`config.mk`:
```
export PLATFORM = sky130hd
export DESIGN_NAME = tcon_ctrl
export DESIGN_NICKNAME = d
export VERILOG_FILES = /design/src/rtl/tcon_pkg.sv /design/src/rtl/tcon_ctrl.sv
export SDC_FILE = /design/constraint.sdc
export NUM_CORES = 1
export LEC_CHECK = 0
export BUFFER_PORTS_ARGS = -buffer_cell sky130_fd_sc_hd__buf_2
export CAP_MARGIN = 20
export CORE_AREA = 2 2 39 41
export DETAILED_ROUTE_END_ITERATION = 16
export DIE_AREA = 0 0 41 43
export PLACE_DENSITY = 0.61
export SYNTH_ARGS = -nofsm -noshare
export SYNTH_HDL_FRONTEND = slang
export SYNTH_SLANG_ARGS = --single-unit
```
`constraint.sdc`:
```
create_clock -name clk_i -period 1.45 [get_ports clk_i]
set_input_delay 0.2175 -clock clk_i [delete_from_list [all_inputs] [get_ports clk_i]]
set_output_delay 0.2175 -clock clk_i [all_outputs]
set_load 0.02 [all_outputs]
```
`src/rtl/tcon_pkg.sv`:
```
`timescale 1ns / 1ps
`default_nettype none
// ----------------------------------------------------------------------------
// Text console package
// Shared item types, command codes, register indexes and the control and
// status groups that pass between the controller and the datapath.
// ----------------------------------------------------------------------------
package tcon_pkg;

  // Command codes of an input item.
  localparam logic [1:0] CmdPrint = 2'd0;
  localparam logic [1:0] CmdClear = 2'd1;
  localparam logic [1:0] CmdRead  = 2'd2;

  // Configuration register indexes and port widths.
  localparam int CfgIdxW  = 1;
  localparam int CfgDataW = 4;
  localparam logic [CfgIdxW-1:0] CfgFgIdx = 1'd0;
  localparam logic [CfgIdxW-1:0] CfgBgIdx = 1'd1;
  localparam logic [CfgDataW-1:0] FgReset = 4'd15;
  localparam logic [CfgDataW-1:0] BgReset = 4'd0;

  // Character codes.
  localparam logic [7:0] NewlineByte = 8'd10;
  localparam logic [7:0] SpaceByte   = 8'd32;

  // Input item.
  typedef struct packed {
    logic [1:0]  command;
    logic [7:0]  symbol;
    logic [10:0] cell_address;
  } tcon_in_t;

  // Result item.
  typedef struct packed {
    logic [10:0] cursor_position;
    logic [15:0] cell_data;
    logic        scrolled;
  } tcon_out_t;

  // Commands from the controller to the datapath.
  typedef struct packed {
    logic cap;          // capture the input item
    logic cnt_clr;      // clear the sweep counter
    logic cnt_inc;      // advance the sweep counter
    logic wr_cursor;    // write the printed cell under the cursor
    logic wr_fill;      // write the fill word at the sweep counter
    logic fill_blank;   // fill word is a blank in the current colors
    logic rd_item;      // read the cell named by the item
    logic rd_copy;      // read one row below the sweep counter for a scroll
    logic cur_adv;      // advance the cursor column
    logic cur_newline;  // cursor to column 0 of the next row; the row holds on the last row
    logic cur_home;     // cursor to row 0, column 0
    logic set_scroll;   // mark the item as having scrolled
    logic finish;       // load the result register
  } tcon_cmd_t;

  // Status from the datapath to the controller.
  typedef struct packed {
    logic [1:0] command;
    logic       is_newline;
    logic       col_last;
    logic       row_last;
    logic       cnt_end;
    logic       cnt_copy_end;
  } tcon_sts_t;

endpackage
`default_nettype wire

```
`src/rtl/tcon_ctrl.sv`:
```
`timescale 1ns / 1ps
`default_nettype none
// ----------------------------------------------------------------------------
// Text console controller
// State machine that sequences one item at a time: the clearing pass after
// reset, cell writes, reads, the clear sweep and the scroll copy.
// ----------------------------------------------------------------------------
module tcon_ctrl (
  input  wire                 clk_i,
  input  wire                 rst_ni,
  input  wire                 start,
  output logic                busy,
  input  tcon_pkg::tcon_sts_t sts_i,
  output tcon_pkg::tcon_cmd_t cmd_o
);
  import tcon_pkg::*;

  localparam logic [2:0] SInit   = 3'd0;
  localparam logic [2:0] SIdle   = 3'd1;
  localparam logic [2:0] SExec   = 3'd2;
  localparam logic [2:0] SCopy   = 3'd3;
  localparam logic [2:0] SDrain  = 3'd4;
  localparam logic [2:0] SZero   = 3'd5;
  localparam logic [2:0] SClear  = 3'd6;
  localparam logic [2:0] SFinish = 3'd7;

  logic [2:0] state_q, state_d;

  // Next state and datapath commands.
  always_comb begin
    state_d = state_q;
    cmd_o   = '0;
    case (state_q)
      SInit: begin
        cmd_o.wr_fill = 1'b1;
        cmd_o.cnt_inc = 1'b1;
        if (sts_i.cnt_end) begin
          state_d = SIdle;
        end
      end
      SIdle: begin
        if (start) begin
          cmd_o.cap     = 1'b1;
          cmd_o.cnt_clr = 1'b1;
          state_d       = SExec;
        end
      end
      SExec: begin
        case (sts_i.command)
          CmdPrint: begin
            state_d = SFinish;
            if (!sts_i.is_newline) begin
              cmd_o.wr_cursor = 1'b1;
            end
            if (sts_i.is_newline || sts_i.col_last) begin
              cmd_o.cur_newline = 1'b1;
              if (sts_i.row_last) begin
                cmd_o.set_scroll = 1'b1;
                state_d          = SCopy;
              end
            end else begin
              cmd_o.cur_adv = 1'b1;
            end
          end
          CmdClear: begin
            cmd_o.cur_home = 1'b1;
            state_d        = SClear;
          end
          CmdRead: begin
            cmd_o.rd_item = 1'b1;
            state_d       = SFinish;
          end
          default: begin
            state_d = SFinish;
          end
        endcase
      end
      SCopy: begin
        cmd_o.rd_copy = 1'b1;
        cmd_o.cnt_inc = 1'b1;
        if (sts_i.cnt_copy_end) begin
          state_d = SDrain;
        end
      end
      SDrain: begin
        // The last copied word is written in this cycle.
        state_d = SZero;
      end
      SZero: begin
        cmd_o.wr_fill = 1'b1;
        cmd_o.cnt_inc = 1'b1;
        if (sts_i.cnt_end) begin
          state_d = SFinish;
        end
      end
      SClear: begin
        cmd_o.wr_fill    = 1'b1;
        cmd_o.fill_blank = 1'b1;
        cmd_o.cnt_inc    = 1'b1;
        if (sts_i.cnt_end) begin
          state_d = SFinish;
        end
      end
      SFinish: begin
        cmd_o.finish = 1'b1;
        state_d      = SIdle;
      end
      default: begin
        state_d = SIdle;
      end
    endcase
  end

  assign busy = (state_q != SIdle);

  // State register.
  always_ff @(posedge clk_i or negedge rst_ni) begin
    if (!rst_ni) begin
      state_q <= SInit;
    end else begin
      state_q <= state_d;
    end
  end

  // An accepted item always starts in the execute state.
  assert property (@(posedge clk_i) disable iff (!rst_ni)
    (state_q == SIdle && start) |=> (state_q == SExec))
    else $error("accepted item did not enter execute state");

endmodule
`default_nettype wire

```
== After elaboration in Yosys (flattened, before gate mapping) ==
Index checks and enable logic that the tools add are counted.
W data, S select, Z words.

* Output and inout port bits: 14
* Word-level logic and storage cells: 50
* Register bits: 3
* Input port bits: 10

* Multiplexer cells: 28
* Reductions and logical operators: 7
* Equality and inequality tests: 14

{| class="wikitable"
|+ Operators with widths
! kind !! count
|-
| $pmux W3 S7 || 1
|-
| $mux W3 || 6
|-
| $mux W1 || 16
|-
| $eq A3 B3 Y1 const B || 4
|-
| $eq A3 B2 Y1 const B || 2
|-
| $mux W2 || 3
|-
| $ne A2 B2 Y1 const B || 3
|-
| $pmux W3 S2 || 1
|-
| $mux W4 || 1
|-
| $reduce_and A4 Y1 || 1
|-
| $reduce_or A4 Y1 || 1
|-
| $eq A3 B1 Y1 const B || 1
|-
| $logic_not A3 Y1 || 1
|-
| $ne A3 B1 Y1 const B || 1
|-
| $reduce_or A3 Y1 || 1
|-
| $eq A2 B1 Y1 const B || 1
|-
| $eq A2 B2 Y1 const B || 1
|-
| $logic_not A2 Y1 || 1
|-
| $ne A2 B1 Y1 const B || 1
|-
| $reduce_or A2 Y1 || 1
|-
| $logic_or A1 B1 Y1 || 1
|}

== Logic depth before layout (Yosys ltp) ==
Gate-level depths: netlist (run 1).

* Depth after elaboration: 4
* Depth in mapped cells: 4
* Depth with buffers taken out: 3

== Least setup slack after synthesis (run 1) ==
No wires, ideal clock.

* Kind: reg2out
* Start: register state_q[0]
* End: output port cmd_o[12] (netlist bit)
* Cell stages (with the launch flop): 5
* Arrival: 1612 ps
* Path buffers: 1
* Required time: 1233 ps
* Path slack: -379 ps
* Path through: dfrtp_1 -> inv_1 -> or3_2 -> nor2_1 -> buf_4

{| class="wikitable"
|+ RTL lines
! what !! line !! text
|-
| from (decl) || tcon_ctrl.sv:27 || <nowiki>logic [2:0] state_q, state_d;</nowiki>
|-
| from (signal assigned) || tcon_ctrl.sv:119 || <nowiki>state_q <= SInit;</nowiki>
|-
| from (signal assigned) || tcon_ctrl.sv:121 || <nowiki>state_q <= state_d;</nowiki>
|-
| to (decl) || tcon_ctrl.sv:14 || <nowiki>output tcon_pkg::tcon_cmd_t cmd_o</nowiki>
|}

==> results.ini, run 1 <==
[clock_network]
h-tree-depth=1
clock_latency_ps=230
cts_root_buffer=clkbuf_4
cts_made_buffers=3
clock_sinks=3
ctsLongestPathBuffers=2
clk_pin_slew_ps=40
cts_tree=done

[timing]
rsz0062_at_grt=true
fmax_mhz=538
setup_ws_ps=-410
slew_headroom=0.686
finalHoldViolations=0
fin_tns_setup_ps=-2740
period_share=1.28
skew_ps=3.75
setup_viol=12
layout_min_cycle_time_ps=1860
slew_viol_final=0
tightest_slew_ps=469

[cells_and_area]
fin_cells=93
area_growth_pct=98.9
fin_nets=88
num_antenna_cells=0
regMostFlops=state_q
largest_reg_flops=3
fin_util=0.493
fill_cells=137
drive_gt1_frac=0.649
largestRegisters=state_q: 3 flops

[synth]
synth_top_cell_area_share=0.219
postSynthAreaPerCell_um2=8.16
synth_mux_area_frac=0.124
yosys.area.top_type=dfrtp_1
synth_area_leaders=dfrtp_1 22%, nor2_1 9.9%, buf_6 6.6%
synth_top_family_by_area=simple AND/OR/NAND/NOR gates
ys_seq_elements=3
syn-instance-count=42
synthFlopType=dfrtp_1
ys_warn_count=0
synth_nets=52
synth_xor_area_frac=0.0255
synth-simple-area-share=0.391
synth-async-reset-ratio=1.00
synth_compound_gate_area_share=0.109
synth_edf_count=0
seq_area_frac_synth=0.219
synthDistinctLibCells=23
synthMostInstantiatedCell=nor2_1
ys_top_cells_by_count=9 x nor2_1, 4 x inv_1, 3 x a21oi_1, 3 x dfrtp_1
syn_area_um2=343
yosys.area_share.adder=0

[power]
total_leakage_power_nw=0.333
ir_worst_vdd_v=0.000899
power_mw=1.37
p_per_area_nw_per_um2=2010

[placed_design]
gp_congestion=0.730
portBuffers=23
placed_cells=84
dp.final_hpwl_um=685

[route]
routed_wl_um=907
wl_per_cell_um=9.75
viasPerCell=4.54
dr.pass1.iters=3
drt_iter0_markers=1
drc=0
ant_nets=0
vias=422

[global_routing]
grt_pass1_vias=364
grt.total_usage=0.118
antenna_found_initial=0
grt_overflow=0
grt_max_degree=11
grt_first_pass_wirelength_mm=1.41

[setup_path]
crit_path_max_incr_delay_ps=400
crit_path_max_fanout=3
cp_top_family=simple AND/OR/NAND/NOR gates
slowest_stage=or3b_4
start_kind=register
criticalPathCategory=reg -> out
crit_required_ps=1230
setup.worst_path.end_class=primary output
critical_path_buf_inv_count=1
arrival_ps=1640
path_cells=or3b_4, or3_4, nor3_4, buf_6

[flow_run]
cap_violations=0

[die]
core_um2=1380
die_w_um=41
die-area_um2=1760
rows=14
io_pins=24
start_util=0.248
die_y_um=43

[status]
violations=setup timing
status=finished, violations left

[min_path]
hold_path.class=in -> reg

==> kinds of logic (layout without fill, tap and decap cells) <==
kind of cell,count (synthesis),after routing
AND/OR/NAND/NOR,22,22
XOR/XNOR,1,1
multiplexers,3,3
flip-flops,3,3
AO/OA/AOI/OAI,6,6
buffers and inverters,7,42
==> layout by cell type, fill, tap and decap left out, types with 3 or more instances in the layout <==
master    synthesis  routed
buf_6             2      11
buf_2             0      11
nor2_1            9       6
inv_1             4       4
dfrtp_1           3       3
a21oi_1           3       3
buf_4             1      11
clkbuf_4          0       3
==> repair_timing <==
action	in CTS	in global routing
pin swaps	1	4
setup endpoints to repair	11	13
hold buffers	1	0
resized for setup	20	10
setup buffers	1	5
cloned	0	0
hold endpoints to repair	3	0
==> power breakdown <==
| group | switching (mW) | internal (mW) |
|---|---|---|
| clock | 0.0422 | 0.103 |
| combinational | 0.505 | 0.567 |
| sequential | 0.0257 | 0.128 |
| total | 0.573 | 0.798 |
==> tightest hold or removal path: stages <==
cell and delay, ps:
buf_2 90, a21oi_1 60, a21oi_1 100
==> metal layers <==
metal  routed length, µm  GRT usage  vias to the layer above
li1                    -          -                      214
met1                 396      0.140                      197
met2                 474      0.175                       11
met3                  36     0.0314                        0
met4                   0     0.0800                        0
met5                   0          0                        -
==> final cells by class <==
cell class | instances | area, µm² | area share
sequential | 3 | 75.1 | 0.110
tap | 16 | 20.0 | 0.0294
multi-input combinational | 32 | 274 | 0.402
timing repair buffer | 34 | 272 | 0.398
inverter | 4 | 15.0 | 0.0220
clock buffer | 4 | 26.3 | 0.0385
==> final timing paths <==
kind | to | slack, ps | start | depth (start not counted)
min in group asynchronous | state_q[1] | 310 | rst_ni | 2
hold / removal | state_q[2] | 290 | sts_i[0] | 3
max in group asynchronous | state_q[2] | 1030 | rst_ni | 2
setup reg to reg | state_q[0] | -50 | state_q[2] | 5
setup / recovery | cmd_o[4] | -410 | state_q[0] | 4
hold reg to reg | state_q[1] | 620 | state_q[1] | 2
==> through the flow <==
stage / area, µm² / hold slack, ps / setup WS [ps]
final: 682 / 285 / -410
after global routing: 682 / 316 / -469
after CTS: 632 / 277 / -417
after detailed placement: 520 / 17.5 / -181
after global placement: 520 / 15.9 / -170
after floorplan: 370 / -78.1 / -183
No activity file was read; power rests on OpenSTA's default activity.
==> inputs of run 2 (changes only) <==
--- a/config.mk
+++ b/config.mk
@@ -14,3 +14,4 @@
 export SYNTH_ARGS = -nofsm -noshare
 export SYNTH_HDL_FRONTEND = slang
 export SYNTH_SLANG_ARGS = --single-unit
+export TNS_END_PERCENT = 10
==> constraint.sdc (replaced) <==
create_clock -name clk_i -period 1.7 [get_ports clk_i]
set_input_delay 0.255 -clock clk_i [delete_from_list [all_inputs] [get_ports clk_i]]
set_output_delay 0.255 -clock clk_i [all_outputs]
set_load 0.02 [all_outputs]
==> results.ini, run 2 (synthesis gave the netlist of run 1 again) <==
[route]
ant_nets=0  ; unchanged
viasPerCell=4.51  ; -0.58%
vias=397  ; -5.9%
drc=0  ; unchanged
wl_per_cell_um=9.49  ; -2.7%
drt_iter0_markers=1  ; unchanged
routed_wl_um=835  ; -7.9%
dr.pass1.iters=2  ; -1

[timing]
skew_ps=0.337  ; -3.41 ps
period_share=1.09
rsz0062_at_grt=true
slew_viol_final=0  ; unchanged
setup_viol=6  ; -6
tightest_slew_ps=327  ; -142 ps
slew_headroom=0.781  ; +0.0952
finalHoldViolations=0  ; unchanged
layout_min_cycle_time_ps=1860
fmax_mhz=538
fin_tns_setup_ps=-501  ; +2240 ps
setup_ws_ps=-159  ; +251 ps

[setup_path]
start_kind=register
arrival_ps=1600  ; -40 ps
crit_path_max_fanout=3  ; unchanged
criticalPathCategory=reg -> out
setup.worst_path.end_class=primary output
crit_required_ps=1440  ; +210 ps

[placed_design]
gp_congestion=0.765  ; +4.9%
portBuffers=23  ; unchanged
dp.final_hpwl_um=661  ; -3.4%
pre_cts_slack_ps=37.8  ; +219 ps

[min_path]
hold_path.class=in -> reg

[global_routing]
grt_first_pass_wirelength_mm=1.30  ; -8.3%
grt_max_degree=11  ; unchanged
grt_overflow=0  ; unchanged
grt.total_usage=0.106  ; -0.0121
grt_pass1_vias=352  ; -3.3%
antenna_found_initial=0  ; unchanged

[die]
die-area_um2=1760  ; unchanged
die_w_um=41  ; unchanged
io_pins=24  ; unchanged
die_y_um=43  ; unchanged
core_um2=1380  ; unchanged
rows=14  ; unchanged
start_util=0.248  ; unchanged

[cells_and_area]
area_growth_pct=68.6
largestRegisters=state_q: 3 flops
fin_nets=83  ; -5.7%
regMostFlops=state_q
final_cell_mix=15 x buf_2, 12 x buf_4, 8 x nor2_1
final_common_cell=buf_2
largest_reg_flops=3  ; unchanged
num_antenna_cells=0  ; unchanged
drive_gt1_frac=0.597  ; -0.0521
fill_cells=148  ; +8.0%

[clock_network]
clock_sinks=3  ; unchanged
clock_latency_ps=230  ; about the same
ctsLongestPathBuffers=2  ; unchanged
h-tree-depth=1  ; unchanged
cts_root_buffer=clkbuf_4
cts_made_buffers=3  ; unchanged
clk_pin_slew_ps=30  ; about the same
cts_tree=done

[power]
ir_worst_vdd_v=0.000728  ; -19%
p_per_area_nw_per_um2=1650  ; -18%
total_leakage_power_nw=0.295  ; -12%
power_uw=953  ; -30%

[flow_run]
cap_violations=0  ; unchanged

[status]
status=finished, violations left
violations=setup timing

==> run 2: cell types whose count changed in the layout (fill, tap and decap cells not counted), sizes merged <==
cell,delta
buf,-5
==> run 2: path summary, 6_finish.rpt <==
kind / start / slack, ps / cells after the start / to
max in group asynchronous: rst_ni / 1240 / 2 / state_q[2]
worst max-delay path: state_q[2] / -160 / 4 / cmd_o[4]
worst min-delay path: sts_i[0] / 330 / 3 / state_q[2]
worst max register to register: state_q[0] / 210 / 5 / state_q[0]
worst min register to register: state_q[1] / 650 / 2 / state_q[1]
min in group asynchronous: rst_ni / 350 / 2 / state_q[1]
==> run 2: critical path, cell delays in order, from the launching register on <==
cell and delay [ps]:
dfrtp_1 370, or3b_4 400, or3_4 350, nor3_2 110
buf_4 160
==> run 2: cell type report <==
| class | count | area [µm²] | area share |
|---|---|---|---|
| clock buffers | 4 | 26.3 | 0.0455 |
| inverters | 4 | 15.0 | 0.0260 |
| multi-input cells | 32 | 255 | 0.442 |
| flip-flops and latches | 3 | 75.1 | 0.130 |
| well taps | 16 | 20.0 | 0.0346 |
| repair buffers | 29 | 186 | 0.323 |
==> run 2: metrics by stage <==
step | cells | hold WS [ps] | util | cell area [µm²]
floorplan | 42 | -40.6 | - | 350
global placement | 82 | 55.2 | 0.351 | 485
detailed placement | 82 | 54.1 | 0.351 | 485
CTS | 88 | 322 | 0.403 | 558
global route | 88 | 356 | 0.418 | 578
finish | 88 | 329 | 0.418 | 578
==> run 2: power breakdown <==
group          switching (mW)  total, mW  internal, mW
Clock                  0.0346      0.122        0.0878
Sequential             0.0183      0.127         0.109
Combinational           0.389      0.703         0.315
==> run 2: what timing repair did <==
| item | in CTS | in global routing |
|---|---|---|
| setup endpoints to repair | 7 | 8 |
| pin swaps | 2 | 1 |
| hold endpoints to repair | 3 | 0 |
| setup buffers | 1 | 0 |
| resized for setup | 9 | 5 |
| hold buffers | 1 | 0 |
==> run 2: metal layers <==
layer / up-vias / part of all wire / track usage
li1: 203 / - / -
met1: 179 / 0.39 / 0.123
met2: 13 / 0.54 / 0.172
met3: 2 / 0.056 / 0.0157
met4: 0 / 0.013 / 0.0600
met5: - / 0 / 0
==> inputs of run 3 (changes only) <==
--- a/config.mk
+++ b/config.mk
@@ -8,10 +8,11 @@
 export BUFFER_PORTS_ARGS = -buffer_cell sky130_fd_sc_hd__buf_2
 export CAP_MARGIN = 20
 export CORE_AREA = 2 2 39 41
+export CTS_BUF_LIST = sky130_fd_sc_hd__clkbuf_8
 export DETAILED_ROUTE_END_ITERATION = 16
 export DIE_AREA = 0 0 41 43
-export PLACE_DENSITY = 0.61
+export PLACE_DENSITY = 0.67
 export SYNTH_ARGS = -nofsm -noshare
 export SYNTH_HDL_FRONTEND = slang
 export SYNTH_SLANG_ARGS = --single-unit
-export TNS_END_PERCENT = 10
+export TNS_END_PERCENT = 5
==> results.ini, run 3 (synthesis gave the netlist of run 1 again) <==
[clock_network]
clock_latency_ps=210  ; -20 ps
h-tree-depth=1  ; unchanged
clock_sinks=3  ; unchanged
cts_root_buffer=clkbuf_8
cts_tree=done
clk_pin_slew_ps=30  ; about the same
ctsLongestPathBuffers=2  ; unchanged
cts_made_buffers=3  ; unchanged

[timing]
period_share=1.08  ; -0.0111
rsz0062_at_grt=true
slew_headroom=0.836  ; +0.0541
fmax_mhz=543  ; +1.0%
setup_viol=6  ; unchanged
finalHoldViolations=0  ; unchanged
layout_min_cycle_time_ps=1840  ; -18.9 ps
tightest_slew_ps=246  ; -80.9 ps
setup_ws_ps=-140  ; +18.9 ps
slew_viol_final=0  ; unchanged
skew_ps=0.736  ; +0.400 ps

[die]
start_util=0.248  ; unchanged
die_y_um=43  ; unchanged
die-area_um2=1760  ; unchanged
io_pins=24  ; unchanged
die_w_um=41  ; unchanged
core_um2=1380  ; unchanged
rows=14  ; unchanged

[setup_path]
reg2reg_depth=5  ; unchanged
crit_required_ps=1440  ; about the same
criticalPathCategory=reg -> out
worst-r2r-setup-slack_ps=220  ; about the same
reg2reg_to=state_q[0]
path_cells=or3b_4, or3_4, nor3_2, buf_4
rr_startpoint=state_q[0]
setup.worst_path.end_class=primary output
crit_path_max_fanout=3  ; unchanged
crit_path_max_incr_delay_ps=400  ; about the same
start_kind=register
arrival_ps=1590  ; about the same
slowest_stage=or3b_4

[route]
routed_wl_um=838  ; +0.36%
dr.pass1.iters=3  ; +1
wl_per_cell_um=9.52  ; +0.36%
vias=395  ; -0.50%
ant_nets=0  ; unchanged
drt_iter0_markers=5  ; +4
drc=0  ; unchanged
viasPerCell=4.49  ; -0.50%

[placed_design]
dp.final_hpwl_um=673  ; +1.7%
placed_cell_area_um2=485  ; unchanged
gp_congestion=0.783  ; +2.4%
pre_cts_slack_ps=48.6  ; +10.7 ps
portBuffers=23  ; unchanged

[cells_and_area]
area_growth_pct=69.0
largest_reg_flops=3  ; unchanged
num_antenna_cells=0  ; unchanged
fill_cells=143  ; -3.4%
largestRegisters=state_q: 3 flops
regMostFlops=state_q
final_common_cell=buf_2
drive_gt1_frac=0.583  ; -0.0139
fin_area_um2=579  ; +0.22%
final_cell_mix=16 x buf_2, 12 x buf_4, 8 x nor2_1
fin_nets=83  ; unchanged

[status]
status=finished, violations left
violations=setup timing

[power]
p_per_area_nw_per_um2=1760  ; +7.0%
total_leakage_power_nw=0.300  ; +2.0%
ir_worst_vdd_v=0.000666  ; -8.5%
power_mw=1.02  ; +7.2%

[global_routing]
antenna_found_initial=0  ; unchanged
grt_first_pass_wirelength_mm=1.42  ; +9.6%
grt_max_degree=11  ; unchanged
grt.total_usage=0.118  ; +0.0121
grt_pass1_vias=416  ; +18%
grt_overflow=0  ; unchanged

[flow_run]
cap_violations=0  ; unchanged

[min_path]
holdCritStartpoint=sts_i[0]
min_delay_worst_endpoint=state_q[2]
hold_path.class=in -> reg
hold_path_depth=3  ; unchanged

==> run 3: worst max path at each step <==
stage | from | to | slack, ps | cells past startpoint
floorplan | state_q[0] | cmd_o[3] | -30 | 3
global placement | state_q[0] | cmd_o[4] | 70 | 4
detailed placement | state_q[0] | cmd_o[4] | 50 | 4
CTS | state_q[2] | cmd_o[4] | -140 | 4
global route | state_q[2] | cmd_o[4] | -230 | 4
finish | state_q[2] | cmd_o[4] | -140 | 4
==> run 3: per-layer routing <==
| metal | track usage | share of wire |
|---|---|---|
| met1 | 0.117 | 0.38 |
| met2 | 0.194 | 0.52 |
| met4 | 0.107 | 0.036 |
| met5 | 0 | 0 |
| met3 | 0.0157 | 0.062 |
==> run 3: final cells by class <==
class | count | area, µm² | area share
timing repair buffer | 29 | 180 | 0.311
tap | 16 | 20.0 | 0.0346
clock buffer | 3 | 41.3 | 0.0713
clock inverter | 1 | 3.75 | 0.00648
sequential | 3 | 75.1 | 0.130
inverter | 4 | 15.0 | 0.0259
multi-input combinational | 32 | 244 | 0.421
==> run 3: stage by stage <==
stage	cells	hold WS, ps	utilization	setup TNS, ps
final	88	330	0.419	-464
after global routing	88	382	0.419	-905
after CTS	88	331	0.415	-464
after detailed placement	82	54.1	0.351	0
after global placement	82	53.8	0.351	0
after floorplan	42	-40.6	-	-54.5
==> run 3: critical path: cells and delay by family (launching register included) <==
| kind | cells | cell delay [ps] |
|---|---|---|
| AND/OR/NAND/NOR | 3 | 860 |
| flip-flops | 1 | 360 |
| buffers and inverters | 1 | 160 |
==> run 3: power breakdown <==
group          leakage (nW)  switching, mW  internal, mW
logic                 0.240          0.384         0.313
clock network        0.0269         0.0435         0.153
registers            0.0336         0.0188         0.109
total                 0.300          0.446         0.576
==> run 3: timing repair <==
item	CTS	global route
hold buffers	1	0
hold endpoints to repair	3	0
setup buffers	1	0
setup endpoints to repair	5	8
pin swaps	1	0
resized for setup	8	2
